`config.mk`:
```
export PLATFORM = sky130hd
export DESIGN_NAME = uart_sync_length_frame_receiver_core
export DESIGN_NICKNAME = d
export VERILOG_FILES = /design/src/hw/rtl/usfr_pkg.sv /design/src/hw/rtl/uart_sync_length_frame_receiver_core.sv /design/src/hw/rtl/usfr_frame_engine.sv
export SDC_FILE = /design/constraint.sdc
export NUM_CORES = 1
export LEC_CHECK = 0
export BUFFER_PORTS_ARGS = -buffer_cell sky130_fd_sc_hd__buf_2
export CORE_AREA = 2 2 148 150
export DETAILED_ROUTE_END_ITERATION = 16
export DIE_AREA = 0 0 150 152
export PLACE_DENSITY = 0.61
export REMOVE_ABC_BUFFERS = 1
export SETUP_SLACK_MARGIN = 0.2
export SLEW_MARGIN = 5
export SYNTH_ARGS = -nofsm -noshare
export SYNTH_HDL_FRONTEND = slang
export SYNTH_SLANG_ARGS = --single-unit
```
`constraint.sdc`:
```
create_clock -name clk -period 9.51 [get_ports clk]
set_input_delay 0.4755 -clock clk [delete_from_list [all_inputs] [get_ports clk]]
set_output_delay 0.4755 -clock clk [all_outputs]
set_load 0.02 [all_outputs]
```
`src/hw/rtl/usfr_pkg.sv`:
```
// Shared types and constants for the sync/length frame receiver.
package usfr_pkg;

  localparam int          BUFFER_BYTES_DEF = 7;    // default frame buffer depth
  localparam int          LATCH_BYTES      = 7;    // bytes copied into the latch
  localparam logic [7:0]  SYNC_BYTE        = 8'h5A;
  localparam logic [8:0]  FRAME_EXTRA      = 9'd5; // header plus checksum bytes
  localparam logic [7:0]  CAPTURE_TYPE_RST = 8'h45;

  typedef enum logic [2:0] {
    ST_COLLECT  = 3'd0,
    ST_SYNC_ERR = 3'd1,
    ST_CAPTURED = 3'd2,
    ST_IGNORED  = 3'd3,
    ST_OVERFLOW = 3'd4,
    ST_ACK      = 3'd5
  } usfr_status_t;

  typedef enum logic {
    KIND_BYTE = 1'b0,
    KIND_ACK  = 1'b1
  } usfr_kind_t;

  typedef struct packed {
    logic       kind;
    logic [7:0] rx_byte;
  } usfr_in_t;

  typedef struct packed {
    usfr_status_t status;
    logic [55:0]  frame_bytes;
    logic         frame_pending;
  } usfr_out_t;

endpackage

```
`src/hw/rtl/uart_sync_length_frame_receiver_core.sv`:
```
// Top level of the double-sync, length-framed serial byte receiver.
//
//   channel | ports                            | payload
//   --------+----------------------------------+-------------------------------
//   input   | in_valid  / in_ready  / in_data  | kind, rx_byte (usfr_in_t)
//   result  | out_valid / out_ready / out_data | status, frame_bytes,
//           |                                  | frame_pending (usfr_out_t)
//   config  | cfg_valid / cfg_ready / cfg_data | capture_type, 8 bits
//
// One transfer per cycle sustained while out_ready stays high; each item gives
// exactly one result after it is taken (input register, then the frame update
// into the result register). The frame update is the only logic between the two.
// Reset clears the index, buffer, latch, pending flag and sets capture_type
// to 0x45. A stalled result holds in the output register; the input
// register keeps taking items until both stages are full.
module uart_sync_length_frame_receiver_core #(
  parameter int BUFFER_BYTES = usfr_pkg::BUFFER_BYTES_DEF
) (
  input  logic                clk,
  input  logic                rst_n,
  input  logic                in_valid,
  output logic                in_ready,
  input  usfr_pkg::usfr_in_t  in_data,
  output logic                out_valid,
  input  logic                out_ready,
  output usfr_pkg::usfr_out_t out_data,
  input  logic                cfg_valid,
  output logic                cfg_ready,
  input  logic [7:0]          cfg_data
);
  import usfr_pkg::*;

  logic      in_valid_r;
  usfr_in_t  in_data_r;
  logic      out_valid_r;
  usfr_out_t out_data_r;
  logic [7:0] capture_type_r;
  usfr_out_t result;
  logic      out_free;
  logic      stage_fire;

  // result register can take a new item when empty or draining this cycle
  assign out_free   = !out_valid_r || out_ready;
  assign stage_fire = in_valid_r && out_free;
  assign in_ready   = !in_valid_r || out_free;
  assign cfg_ready  = 1'b1;

  // configuration must land only while idle; the block does not enforce it, and keeps no ordering against items
  always_ff @(posedge clk) begin
    if (!rst_n) begin
      capture_type_r <= CAPTURE_TYPE_RST;
    end else if (cfg_valid) begin
      capture_type_r <= cfg_data;
    end
  end

  // input register
  always_ff @(posedge clk) begin
    if (!rst_n) begin
      in_valid_r <= 1'b0;
    end else if (in_valid && in_ready) begin
      in_valid_r <= 1'b1;
    end else if (stage_fire) begin
      in_valid_r <= 1'b0;
    end
  end

  always_ff @(posedge clk) begin
    if (in_valid && in_ready) begin
      in_data_r <= in_data;
    end
  end

  usfr_frame_engine #(
    .BUFFER_BYTES(BUFFER_BYTES)
  ) u_engine (
    .clk          (clk),
    .rst_n        (rst_n),
    .fire         (stage_fire),
    .item         (in_data_r),
    .capture_type (capture_type_r),
    .result       (result)
  );

  // result register
  always_ff @(posedge clk) begin
    if (!rst_n) begin
      out_valid_r <= 1'b0;
    end else if (stage_fire) begin
      out_valid_r <= 1'b1;
    end else if (out_ready) begin
      out_valid_r <= 1'b0;
    end
  end

  always_ff @(posedge clk) begin
    if (stage_fire) begin
      out_data_r <= result;
    end
  end

  assign out_valid = out_valid_r;
  assign out_data  = out_data_r;

endmodule

```
`src/hw/rtl/usfr_frame_engine.sv`:
```
// Frame state (index, buffer, latch, pending) and its combinational next-state update.
module usfr_frame_engine #(
  parameter int BUFFER_BYTES = usfr_pkg::BUFFER_BYTES_DEF
) (
  input  logic               clk,
  input  logic               rst_n,
  input  logic               fire,
  input  usfr_pkg::usfr_in_t item,
  input  logic [7:0]         capture_type,
  output usfr_pkg::usfr_out_t result
);
  import usfr_pkg::*;

  localparam int              IDX_W   = $clog2(BUFFER_BYTES);
  localparam logic [IDX_W:0]  BUF_CNT = (IDX_W + 1)'(BUFFER_BYTES);
  localparam logic [8:0]      BUF_CNT9 = 9'(BUFFER_BYTES);

  logic [IDX_W-1:0] idx_r, idx_nxt;
  logic [7:0]       buf_r   [BUFFER_BYTES];
  logic [7:0]       buf_upd [BUFFER_BYTES];
  logic             pending_r, pending_nxt;
  logic [55:0]      latched_r, latched_nxt;
  logic [55:0]      gather;

  logic [IDX_W-1:0] pos;
  logic [IDX_W:0]   count;
  logic [8:0]       total;
  usfr_status_t     status;
  logic             byte_item;

  assign byte_item = (item.kind == KIND_BYTE);

  // out-of-range index restarts at entry 0
  assign pos   = ({1'b0, idx_r} >= BUF_CNT) ? '0 : idx_r;
  assign count = {1'b0, pos} + (IDX_W + 1)'(1);

  always_comb begin
    for (int k = 0; k < BUFFER_BYTES; k++) begin
      buf_upd[k] = (pos == IDX_W'(k)) ? item.rx_byte : buf_r[k];
    end
  end

  assign total = {1'b0, buf_upd[3]} + FRAME_EXTRA;

  // latch view: entries past the buffer read as zero
  for (genvar g = 0; g < LATCH_BYTES; g++) begin : g_gather
    if (g < BUFFER_BYTES) begin : g_have
      assign gather[8*g +: 8] = buf_upd[g];
    end else begin : g_none
      assign gather[8*g +: 8] = 8'h00;
    end
  end

  always_comb begin
    idx_nxt     = idx_r;
    pending_nxt = pending_r;
    latched_nxt = latched_r;
    status      = ST_COLLECT;
    if (!byte_item) begin
      pending_nxt = 1'b0;
      status      = ST_ACK;
    end else if ((pos == IDX_W'(0) || pos == IDX_W'(1)) && item.rx_byte != SYNC_BYTE) begin
      idx_nxt = '0;
      status  = ST_SYNC_ERR;
    end else if (count < (IDX_W + 1)'(4)) begin
      idx_nxt = count[IDX_W-1:0];
      status  = ST_COLLECT;
    end else if (total > BUF_CNT9) begin
      idx_nxt = '0;
      status  = ST_OVERFLOW;
    end else if (9'(count) != total) begin
      idx_nxt = count[IDX_W-1:0];
      status  = ST_COLLECT;
    end else begin
      idx_nxt = '0;
      if (buf_upd[2] == capture_type && !pending_r) begin
        latched_nxt = gather;
        pending_nxt = 1'b1;
        status      = ST_CAPTURED;
      end else begin
        status = ST_IGNORED;
      end
    end
  end

  assign result.status        = status;
  assign result.frame_bytes   = latched_nxt;
  assign result.frame_pending = pending_nxt;

  always_ff @(posedge clk) begin
    if (!rst_n) begin
      idx_r     <= '0;
      pending_r <= 1'b0;
      latched_r <= '0;
      for (int k = 0; k < BUFFER_BYTES; k++) begin
        buf_r[k] <= 8'h00;
      end
    end else if (fire) begin
      idx_r     <= idx_nxt;
      pending_r <= pending_nxt;
      latched_r <= latched_nxt;
      if (byte_item) begin
        for (int k = 0; k < BUFFER_BYTES; k++) begin
          buf_r[k] <= buf_upd[k];
        end
      end
    end
  end

  a_idx_in_range: assert property (@(posedge clk) disable iff (!rst_n)
    {1'b0, idx_r} < BUF_CNT)
    else $error("frame index past buffer");

  a_ack_clears: assert property (@(posedge clk) disable iff (!rst_n)
    fire && !byte_item |=> !pending_r)
    else $error("pending flag survived acknowledge");

  a_capture_when_free: assert property (@(posedge clk) disable iff (!rst_n)
    fire && status == ST_CAPTURED |-> !pending_r)
    else $error("capture while a frame was pending");

  a_latch_only_on_capture: assert property (@(posedge clk) disable iff (!rst_n)
    !(fire && status == ST_CAPTURED) |=> $stable(latched_r))
    else $error("latched frame changed without capture");

endmodule

```
======== Yosys cells after proc, flatten, opt, wreduce, memory -nomap -nowiden ========
Memories as Yosys holds them, arrays and structs flattened.
Cells that the tools add are included.
operators by class
  bitwise operators ....................... 8
  mux-type cells .......................... 45
  reductions and logical operators ........ 16
  add/sub/neg operators ................... 2
  equal/unequal tests ..................... 9
  order comparisons ....................... 3
operator list
  operator             count
  $mux 56              6
  $mux 8               14
  $mux 3               9
  $mux 1               16
  $add 8x3->9 const B  1
  $eq 3x3->1 const B   3
  $gt 9x3->1 const B   1
  $ne 4x9->1           1
  $eq 8x8->1           1
  $ne 8x7->1 const B   1
  $or 1x1->1           7
  $eq 3x2->1 const B   2
  $reduce_or 5->1      1
  $add 3x1->4 const B  1
  $logic_and 1x1->1    4
  $lt 4x3->1 const B   1
  $reduce_bool 2->1    2
  $eq 3x1->1 const B   1
  $ge 3x3->1 const B   1
  $logic_not 1->1      3
  $logic_not 3->1      1
  $logic_or 1x1->1     3
  $reduce_and 2->1     1
  $reduce_or 2->1      1
  $not 1->1            1
storage, ports and cells
  output and inout port bits .............. 63
  logic and storage cells ................. 97
  register bits after elaboration ......... 139
  input bits .............................. 22
  bits in writable memories ............... 56
  memories kept ........................... 1
memories
  name            words  width  read ports  clocked after memory_dff  wr ports  line                     text
  u_engine.buf_r  7      8      7           0                         7         usfr_frame_engine.sv:19  logic [7:0] buf_r [BUFFER_BYTES];

======== Depth between registers and ports, before layout ========
Gate-level depths: netlist of the first run.
  depth after elaboration ................. 12
  gate-level depth with buffers ........... 18
  gate-level depth less buffers ........... 14

======== Hierarchy ========
Synthesis of the first run repeated with hierarchy kept, for this count alone.
unflattened totals
  cells, all modules ...................... 707
  area total of the unflattened synthesis .. 8823.5 um^2
by module, submodules not included
  module                                instances  cells an instance  sequential area each (um^2)  area each (um^2)
  usfr_frame_engine                     1          601                2882.8                       6357.3
  uart_sync_length_frame_receiver_core  1          106                2272.2                       2466.1

======== Worst setup path after synthesis of the first run ========
Ideal clock, no wire load.
  path type ............................... reg-to-reg
  from .................................... register u_engine.idx_r[2]
  to ...................................... register out_data_r (netlist bit out_data[17]) (data pin)
  library setup time ...................... 0.262 ns
  path buffers ............................ 6
  clock period less this slack ............ 4.193 ns
  required time ........................... 9.248 ns
  arrival time ............................ 3.931 ns
  cell stages (with the launch flop) ...... 19
  setup slack ............................. 5.317 ns
  cells stage by stage .................... dfxtp_1 -> a21boi_2 -> inv_2 -> buf_2 -> buf_1 -> ha_1 -> buf_4 -> buf_6 -> mux2_2 -> ha_1 -> o211ai_1 -> o21a_1 -> a221oi_1 -> a2111oi_2 -> nand3_2 -> nor3_2 -> buf_4 -> buf_6 -> mux2_1
RTL lines
  item                    line                                        text
  from (decl)             usfr_frame_engine.sv:18                     logic [IDX_W-1:0] idx_r, idx_nxt;
  from (signal assigned)  usfr_frame_engine.sv:99                     idx_r <= idx_nxt;
  to (signal assigned)    uart_sync_length_frame_receiver_core.sv:98  out_data_r <= result;
  to (decl)               uart_sync_length_frame_receiver_core.sv:36  usfr_out_t out_data_r;

======== Worst setup path after layout of the first run ========
  from .................................... register u_engine.idx_r[0]
  to ...................................... register u_engine.latched_r[28]
between the ends
  word-level cells in the longest chain between the ends .. 12
  elaborated cells on any way between the ends .. 23
  those cells by class .................... add/sub: 2; order compare: 3; eq/ne: 5; mux: 9; reduce/logical: 4
ends and longest elaborated chain
  item                                                                 line                      text
  $ge 3x3->1                                                           usfr_frame_engine.sv:34   assign pos = ({1'b0, idx_r} >= BUF_CNT) ? '0 : idx_r;
  $mux 3 (*)                                                           usfr_frame_engine.sv:34
  parallel branches: the longest is 8 deep, another holds $add 8x3->9  n/a
  $mux 56 (*)                                                          usfr_frame_engine.sv:62   end else if ((pos == IDX_W'(0) || pos == IDX_W'(1)) && item.rx_byte != SYNC_BYTE) begin
  $mux 56 (*)                                                          usfr_frame_engine.sv:59   if (!byte_item) begin
  to (signal assigned)                                                 usfr_frame_engine.sv:101  latched_r <= latched_nxt;
  to (decl)                                                            usfr_frame_engine.sv:22   logic [55:0] latched_r, latched_nxt;
Mark *: on every way between the ends.
A chain may end at the register's enable or synchronous reset.

==> results.py, run 1 <==
metrics = {
    "clock_network": {
        "cts_sinks": 195,
        "cts_setup_buffers": 0,
        "clk_transition_reported_paths_ns": 0.07,
        "ctsHtreeMaxLevel": 4,
        "root_buffer": "clkbuf_16",
        "hold_buffers": 0,
        "cts_buffers": 17,
        "cts_resized": 0,
        "tritoncts": "yes",
        "cts_buffer_depth": 2,
        "clock_latency_ns": 0.43,
    },
    "status": {
        "outcome": "finished clean",
    },
    "sta": {
        "fmax_ghz": 0.1900,
        "period_share": 0.5534,
        "finalCriticalPeriod_ns": 5.263,
        "finClkSkew_ns": 0.01132,
        "setup_viol": 0,
        "slew_viol_final": 0,
        "rsz0062_at_grt": "false",
        "tightestPinTransition_ns": 0.9738,
        "final-hold-violation-count": 0,
        "slew_headroom": 0.3508,
        "tns_ns": 0,
    },
    "worst_setup_path": {
        "cp_max_fo": 56,
        "startpoint_type": "flop",
        "endpoint_kind": "flop",
        "critPathKind": "reg -> reg",
        "crit_top_cell": "ha_1",
        "cp.arrival_ns": 5.59,
        "crit_family": "compound AO/OA/AOI/OAI gates",
        "cpMaxStageDelayCell": "buf_4",
        "crit_chain": "a21boi_0 > ha_1 > ha_1 > mux2_2 > ha_1 > o211ai_1 > o21a_1 > a221oi_1 > a2111oi_2 > nand3_2 > nor4_4 > buf_4 > and3b_1",
        "required_ns": 9.83,
        "crit_buf_inv": 1,
        "max_stage_delay_ns": 0.79,
    },
    "synthesis": {
        "ys_ff_latch": 195,
        "synth-warning-count": 0,
        "synth_edf_count": 125,
        "synth.top_cell.area_share": 0.4191,
        "synth_area_um2": 8957,
        "synth.most_common_cell": "mux2i_1",
        "synth.area.top_cells": "edfxtp_1 42%, dfxtp_1 16%, mux2i_1 14%",
        "syn_avg_cell_area_um2": 12.07,
        "yosysTopAreaCell": "edfxtp_1",
        "synth_flop_cell": "edfxtp_1",
        "ys_types": 57,
        "yosysSeqAreaShare": 0.5755,
        "synth_cells": 742,
        "async_flop_share": 0,
        "netlist_top_cells_count": "129 x mux2i_1, 125 x edfxtp_1, 90 x nand2_1",
    },
    "detailed_routing": {
        "wl_per_cell_um": 15.65,
        "drtAntennaViolNets": 0,
        "drt-pass1-iter-count": 4,
        "vias": 5374,
        "viasPerCell": 4.894,
        "drt_iter0_markers": 301,
        "finalWirelength_um": 17190,
        "drc": 0,
    },
    "global_routing": {
        "busiest_layer": "met2",
        "gr-usage-met3": 0.03544,
        "grt_max_degree": 91,
        "overflow": 0,
        "grt_pass1_vias": 5146,
        "grt_use_total": 0.1592,
        "grtUsageMet2": 0.2342,
        "antenna_found_initial": 0,
        "grt_use_met1": 0.2335,
        "grt_pass1_wl_um": 28210,
    },
    "final_layout": {
        "insertedDiodeCount": 0,
        "drive_gt1_frac": 0.1956,
        "nets": 833,
        "instances_no_fill": 1098,
        "regArea_um2": 5155,
        "multi_input_area_um2": 3356,
        "fill_cells": 2001,
        "area_delta_synth_final_pct": 12.24,
    },
    "die": {
        "die_h_um": 152,
        "die-width_um": 150,
        "row_count": 54,
        "start_util": 0.4195,
        "pin_count": 85,
        "die_area_um2": 22800,
        "core_um2": 21350,
    },
    "pwr": {
        "max-vdd-ir-drop_uv": 116.0,
        "leakage_uw": 0.003783,
        "cellPowerDensity_nw_per_um2": 170.4,
    },
    "placement": {
        "place.gp.congestion": 0.7725,
        "io_buffers": 83,
        "dp.cells": 1066,
        "hpwlAfterDp_um": 10510,
    },
    "hold_path": {
        "hold_class": "in -> reg",
    },
    "job": {
        "drv_cap": 0,
    },
}
-- report_power, final --
part           internal, uW  switching (uW)  leakage [uW]
sequential              927            17.1       0.00182
clock                   373             302      0.000263
combinational          33.0            62.0       0.00170
-- final timing paths --
path | from | endpoint | slack (ns) | cells past startpoint
hold / removal | in_data[8] | in_data_r[8] | 0.22 | 1
setup / recovery | u_engine.idx_r[0] | u_engine.latched_r[28] | 4.25 | 13
hold reg to reg | u_engine.latched_r[0] | u_engine.latched_r[0] | 0.46 | 2
setup reg to reg | u_engine.idx_r[0] | u_engine.latched_r[28] | 4.25 | 13
-- stage by stage --
step / cell area (um^2) / worst slack [ns] / total power, uW / hold slack (ns) / util
finish: 10050 / 4.247 / 1713 / 0.2225 / 0.4709
global route: 10050 / 3.837 / 1781 / 0.2030 / 0.4709
CTS: 10050 / 4.275 / 1733 / 0.2007 / 0.4709
detailed placement: 9504 / 4.286 / 1059 / 0.4437 / 0.4451
global placement: 9504 / 4.374 / 1058 / 0.4380 / 0.4451
floorplan: 8677 / 2.867 / 1018 / 0.4306 / -
-- worst reg2reg max path, cell delays in order, from the launching register on --
cell and delay, ns:
dfxtp_1 0.39, a21boi_0 0.57, ha_1 0.28, ha_1 0.70
mux2_2 0.46, ha_1 0.26, o211ai_1 0.18, o21a_1 0.14
a221oi_1 0.06, a2111oi_2 0.49, nand3_2 0.28, nor4_4 0.27
buf_4 0.79, and3b_1 0.29
-- flip-flops by register name (all words and copies together) (netlist names) --
| name | count |
|---|---|
| capture_type_r | 8 |
| u_engine.buf_r | 56 |
| u_engine.latched_r | 56 |
| out_data | 60 |
| out_valid | 1 |
| in_valid_r | 1 |
| u_engine.pending_r | 1 |
| u_engine.idx_r | 3 |
| in_data_r | 9 |
-- layer usage --
| layer | vias up | wire, um | share of wire |
|---|---|---|---|
| li1 | 2711 | - | - |
| met1 | 2542 | 8641 | 0.50 |
| met2 | 112 | 7670 | 0.45 |
| met3 | 9 | 673 | 0.039 |
| met4 | 0 | 201 | 0.012 |
| met5 | - | 0 | 0 |
-- cell usage in the layout, fill, tap and decap left out, types with 8 or more instances in the layout --
master,instances
xnor2_1,10
and2_1,9
a22o_1,8
nand2_1,90
buf_4,8
mux2i_1,129
nand2b_1,35
dfxtp_1,70
mux2_2,28
edfxtp_1,125
clkbuf_16,17
inv_1,43
nor2b_1,14
nor2_1,49
buf_2,82
-- final cells by class --
| class | instances | share of cell area |
|---|---|---|
| clock buffer | 22 | 0.04617 |
| multi-input combinational | 455 | 0.3338 |
| tap | 280 | 0.03485 |
| inverter | 46 | 0.01717 |
| clock inverter | 10 | 0.008463 |
| timing repair buffer | 90 | 0.04680 |
| sequential | 195 | 0.5128 |
-- kinds of logic after synthesis --
family | synth area share
flip-flops | 0.5755
AND/OR/NAND/NOR | 0.1281
other | 0.0004187
XOR/XNOR | 0.01173
buffers and inverters | 0.05057
adder cells (fa/ha/maj) | 0.008381
AO/OA/AOI/OAI | 0.04218
multiplexers | 0.1831
(Power assumes the default switching activity.)
==> run 2: changes to the inputs <==
Settings changed: ABC_AREA from default to 1, CORE_AREA 2 2 148 150 to 2 2 149 151, DIE_AREA 0 0 150 152 to 0 0 151 153.
Clock period 9.51 ns to 5.4 ns, I/O delays scaled along.
==> run 2 against run 1 <==
Via count rose by 31%. Critical path depth rose by 7. Clock power rose by 82%. Synthesized cell count rose by 48%. Critical path type unchanged.
==> results.py, run 2 <==
metrics = {
    "global_routing": {
        "grt_use_met1": 0.2542,
        "busiest_layer": "met2",
        "overflow": 0,
        "gr-usage-met3": 0.03343,
        "antenna_found_initial": 0,
        "grt_max_degree": 68,
        "grt_use_total": 0.1791,
        "grtUsageMet2": 0.2740,
        "grt_pass1_vias": 6438,
        "grt_pass1_wl_um": 32780,
    },
    "worst_setup_path": {
        "r2r-end": "out_data[30]",
        "timing.rr.start": "u_engine.idx_r[2]",
        "ff2ff_setup_slack_ns": 1.29,
        "worstRegToRegCells": 20,
        "startpoint_type": "flop",
        "cp_max_fo": 38,
        "critPathKind": "reg -> reg",
        "endpoint_kind": "flop",
        "cp.arrival_ns": 4.30,
        "required_ns": 5.59,
    },
    "synthesis": {
        "synth.most_common_cell": "nand2_1",
        "yosysSeqAreaShare": 0.5697,
        "synth-warning-count": 0,
        "synthSimpleGateAreaFrac": 0.2872,
        "synth_flop_cell": "edfxtp_1",
        "synth_edf_count": 125,
        "async_flop_share": 0,
        "synth_cells": 1099,
        "synth_compound_area_frac": 0.04646,
        "yosysTopAreaCell": "edfxtp_1",
        "netlist_top_cells_count": "268 x nand2_1, 180 x nor2_1, 142 x inv_1",
        "synth_xor_area_frac": 0.0009679,
        "ys_ff_latch": 195,
        "synth.area.top_cells": "edfxtp_1 41%, dfxtp_1 15%, nand2_1 11%",
        "syn_avg_cell_area_um2": 8.234,
        "synth.area.mux_share": 0,
        "ys_types": 29,
        "synth.top_cell.area_share": 0.4148,
        "synth_area_um2": 9049,
        "synth_adder_area_share": 0.008296,
        "synth_top_family_by_area": "simple AND/OR/NAND/NOR gates",
    },
    "detailed_routing": {
        "drt_iter0_markers": 521,
        "drtAntennaViolNets": 0,
        "drt-pass1-iter-count": 5,
        "vias": 7041,
        "drc": 0,
        "finalWirelength_um": 19540,
        "wl_per_cell_um": 13.38,
        "viasPerCell": 4.819,
    },
    "sta": {
        "tightestPinTransition_ns": 0.9302,
        "slew_headroom": 0.3776,
        "setup_viol": 0,
        "slew_viol_final": 0,
        "tns_ns": 0,
        "period_share": 0.7615,
        "rsz0062_at_grt": "false",
        "finalCriticalPeriod_ns": 4.112,
        "finClkSkew_ns": 0.01360,
        "final-hold-violation-count": 0,
        "final.hold.worst_slack_ns": 0.01574,
        "fmax_ghz": 0.2432,
    },
    "final_layout": {
        "mostFrequentLayoutCell": "nand2_1",
        "regArea_um2": 5155,
        "area_delta_synth_final_pct": 13.59,
        "fill_cells": 2110,
        "mostFrequentLayoutCells": "266 x nand2_1, 180 x nor2_1, 139 x inv_1, 137 x nand3_1, 125 x edfxtp_1",
        "multi_input_area_um2": 3112,
        "nets": 1196,
        "largest_register_ffs": 60,
        "instances_no_fill": 1461,
        "drive_gt1_frac": 0.1270,
        "insertedDiodeCount": 0,
    },
    "clock_network": {
        "cts_resized": 0,
        "ctsHtreeMaxLevel": 4,
        "root_buffer": "clkbuf_16",
        "cts_sinks": 195,
        "hold_buffers": 5,
        "cts_buffers": 17,
        "tritoncts": "yes",
        "clock_latency_ns": 0.44,
        "clk_transition_reported_paths_ns": 0.07,
        "cts_buffer_depth": 2,
        "cts_setup_buffers": 0,
    },
    "placement": {
        "io_buffers": 83,
        "hpwlAfterDp_um": 12530,
        "dp.cells": 1422,
        "place.gp.congestion": 0.8768,
    },
    "hold_path": {
        "holdPathStages": 1,
        "hold_path_end": "in_data_r[8]",
        "hold_class": "in -> reg",
        "hp-start": "in_data[8]",
    },
    "status": {
        "outcome": "finished clean",
    },
    "pwr": {
        "leakage_uw": 0.004834,
        "cellPowerDensity_nw_per_um2": 314.3,
        "max-vdd-ir-drop_uv": 181.2,
    },
    "die": {
        "die_area_um2": 23100,
        "start_util": 0.4212,
        "core_um2": 21490,
        "row_count": 54,
        "pin_count": 85,
        "die_h_um": 153,
        "die-width_um": 151,
    },
    "job": {
        "drv_cap": 0,
    },
}
[run 2: cell count changes in the layout (fill, tap and decap cells not counted), moves of 49 or more]
cell / before / now
nand2_1: 90 / 266
nor2_1: 49 / 180
nand3_1: 7 / 137
mux2i_1: 129 / 0
inv_1: 43 / 139
o21ai_0: 7 / 56
[run 2: per-layer routing]
| metal | part of all wire | up-vias |
|---|---|---|
| met2 | 0.46 | 142 |
| met5 | 0 | - |
| li1 | - | 3645 |
| met3 | 0.040 | 23 |
| met1 | 0.49 | 3231 |
| met4 | 0.017 | 0 |
[run 2: final cells by class]
| class | instances | area share |
|---|---|---|
| Sequential cell | 195 | 0.5015 |
| Multi-Input combinational cell | 711 | 0.3027 |
| Clock buffer | 19 | 0.04212 |
| Inverter | 145 | 0.05320 |
| Timing Repair Buffer | 98 | 0.05307 |
| Clock inverter | 13 | 0.01327 |
| Tap cell | 280 | 0.03408 |
[run 2: through the flow]
stage / util / setup slack (ns) / power [uW] / cell area, um^2
after floorplan: - / 0.7720 / 1950 / 8806
after global placement: 0.4486 / 1.488 / 2023 / 9639
after detailed placement: 0.4486 / 1.336 / 2030 / 9639
after CTS: 0.4775 / 1.301 / 3271 / 10260
after global routing: 0.4784 / 0.8283 / 3381 / 10280
final: 0.4784 / 1.288 / 3231 / 10280
[run 2: cell families after synthesis]
family,after synthesis
adders and majority gates,6
other,1
buffers and inverters,193
DFF,195
xor gates and xnor gates,1
and+or+nand+nor,619
AOI/OAI and AO/OA,84
[run 2: how the worst max path moves through the flow]
stage | start | to | depth (start not counted)
finish | u_engine.idx_r[2] | out_data[30] | 20
global route | u_engine.idx_r[2] | out_data[27] | 20
CTS | u_engine.idx_r[2] | out_data[30] | 20
detailed placement | u_engine.idx_r[2] | out_data[30] | 20
global placement | u_engine.idx_r[2] | out_data[31] | 20
floorplan | u_engine.idx_r[2] | out_data[27] | 19
[run 2: worst max-delay path, stage by stage (launching register included)]
cell	delay [ns]
dfxtp_1	0.38
inv_1	0.07
o21ai_1	0.31
inv_1	0.14
ha_1	0.21
ha_1	0.34
inv_2	0.19
nand2_1	0.09
nand2_1	0.13
ha_1	0.24
inv_1	0.09
o21ai_0	0.07
a21oi_1	0.12
inv_1	0.05
a21oi_1	0.13
nand4_1	0.19
nor2_4	0.16
nand2_2	0.29
buf_4	0.40
inv_1	0.18
nor2_1	0.06
[run 2: power breakdown]
group          switching (uW)  leakage, uW  internal [uW]  total (uW)
sequential               34.4      0.00181           1680        1710
clock                     551     0.000271            681        1230
combinational             195      0.00275           92.1         288
total                     781      0.00483           2450        3230
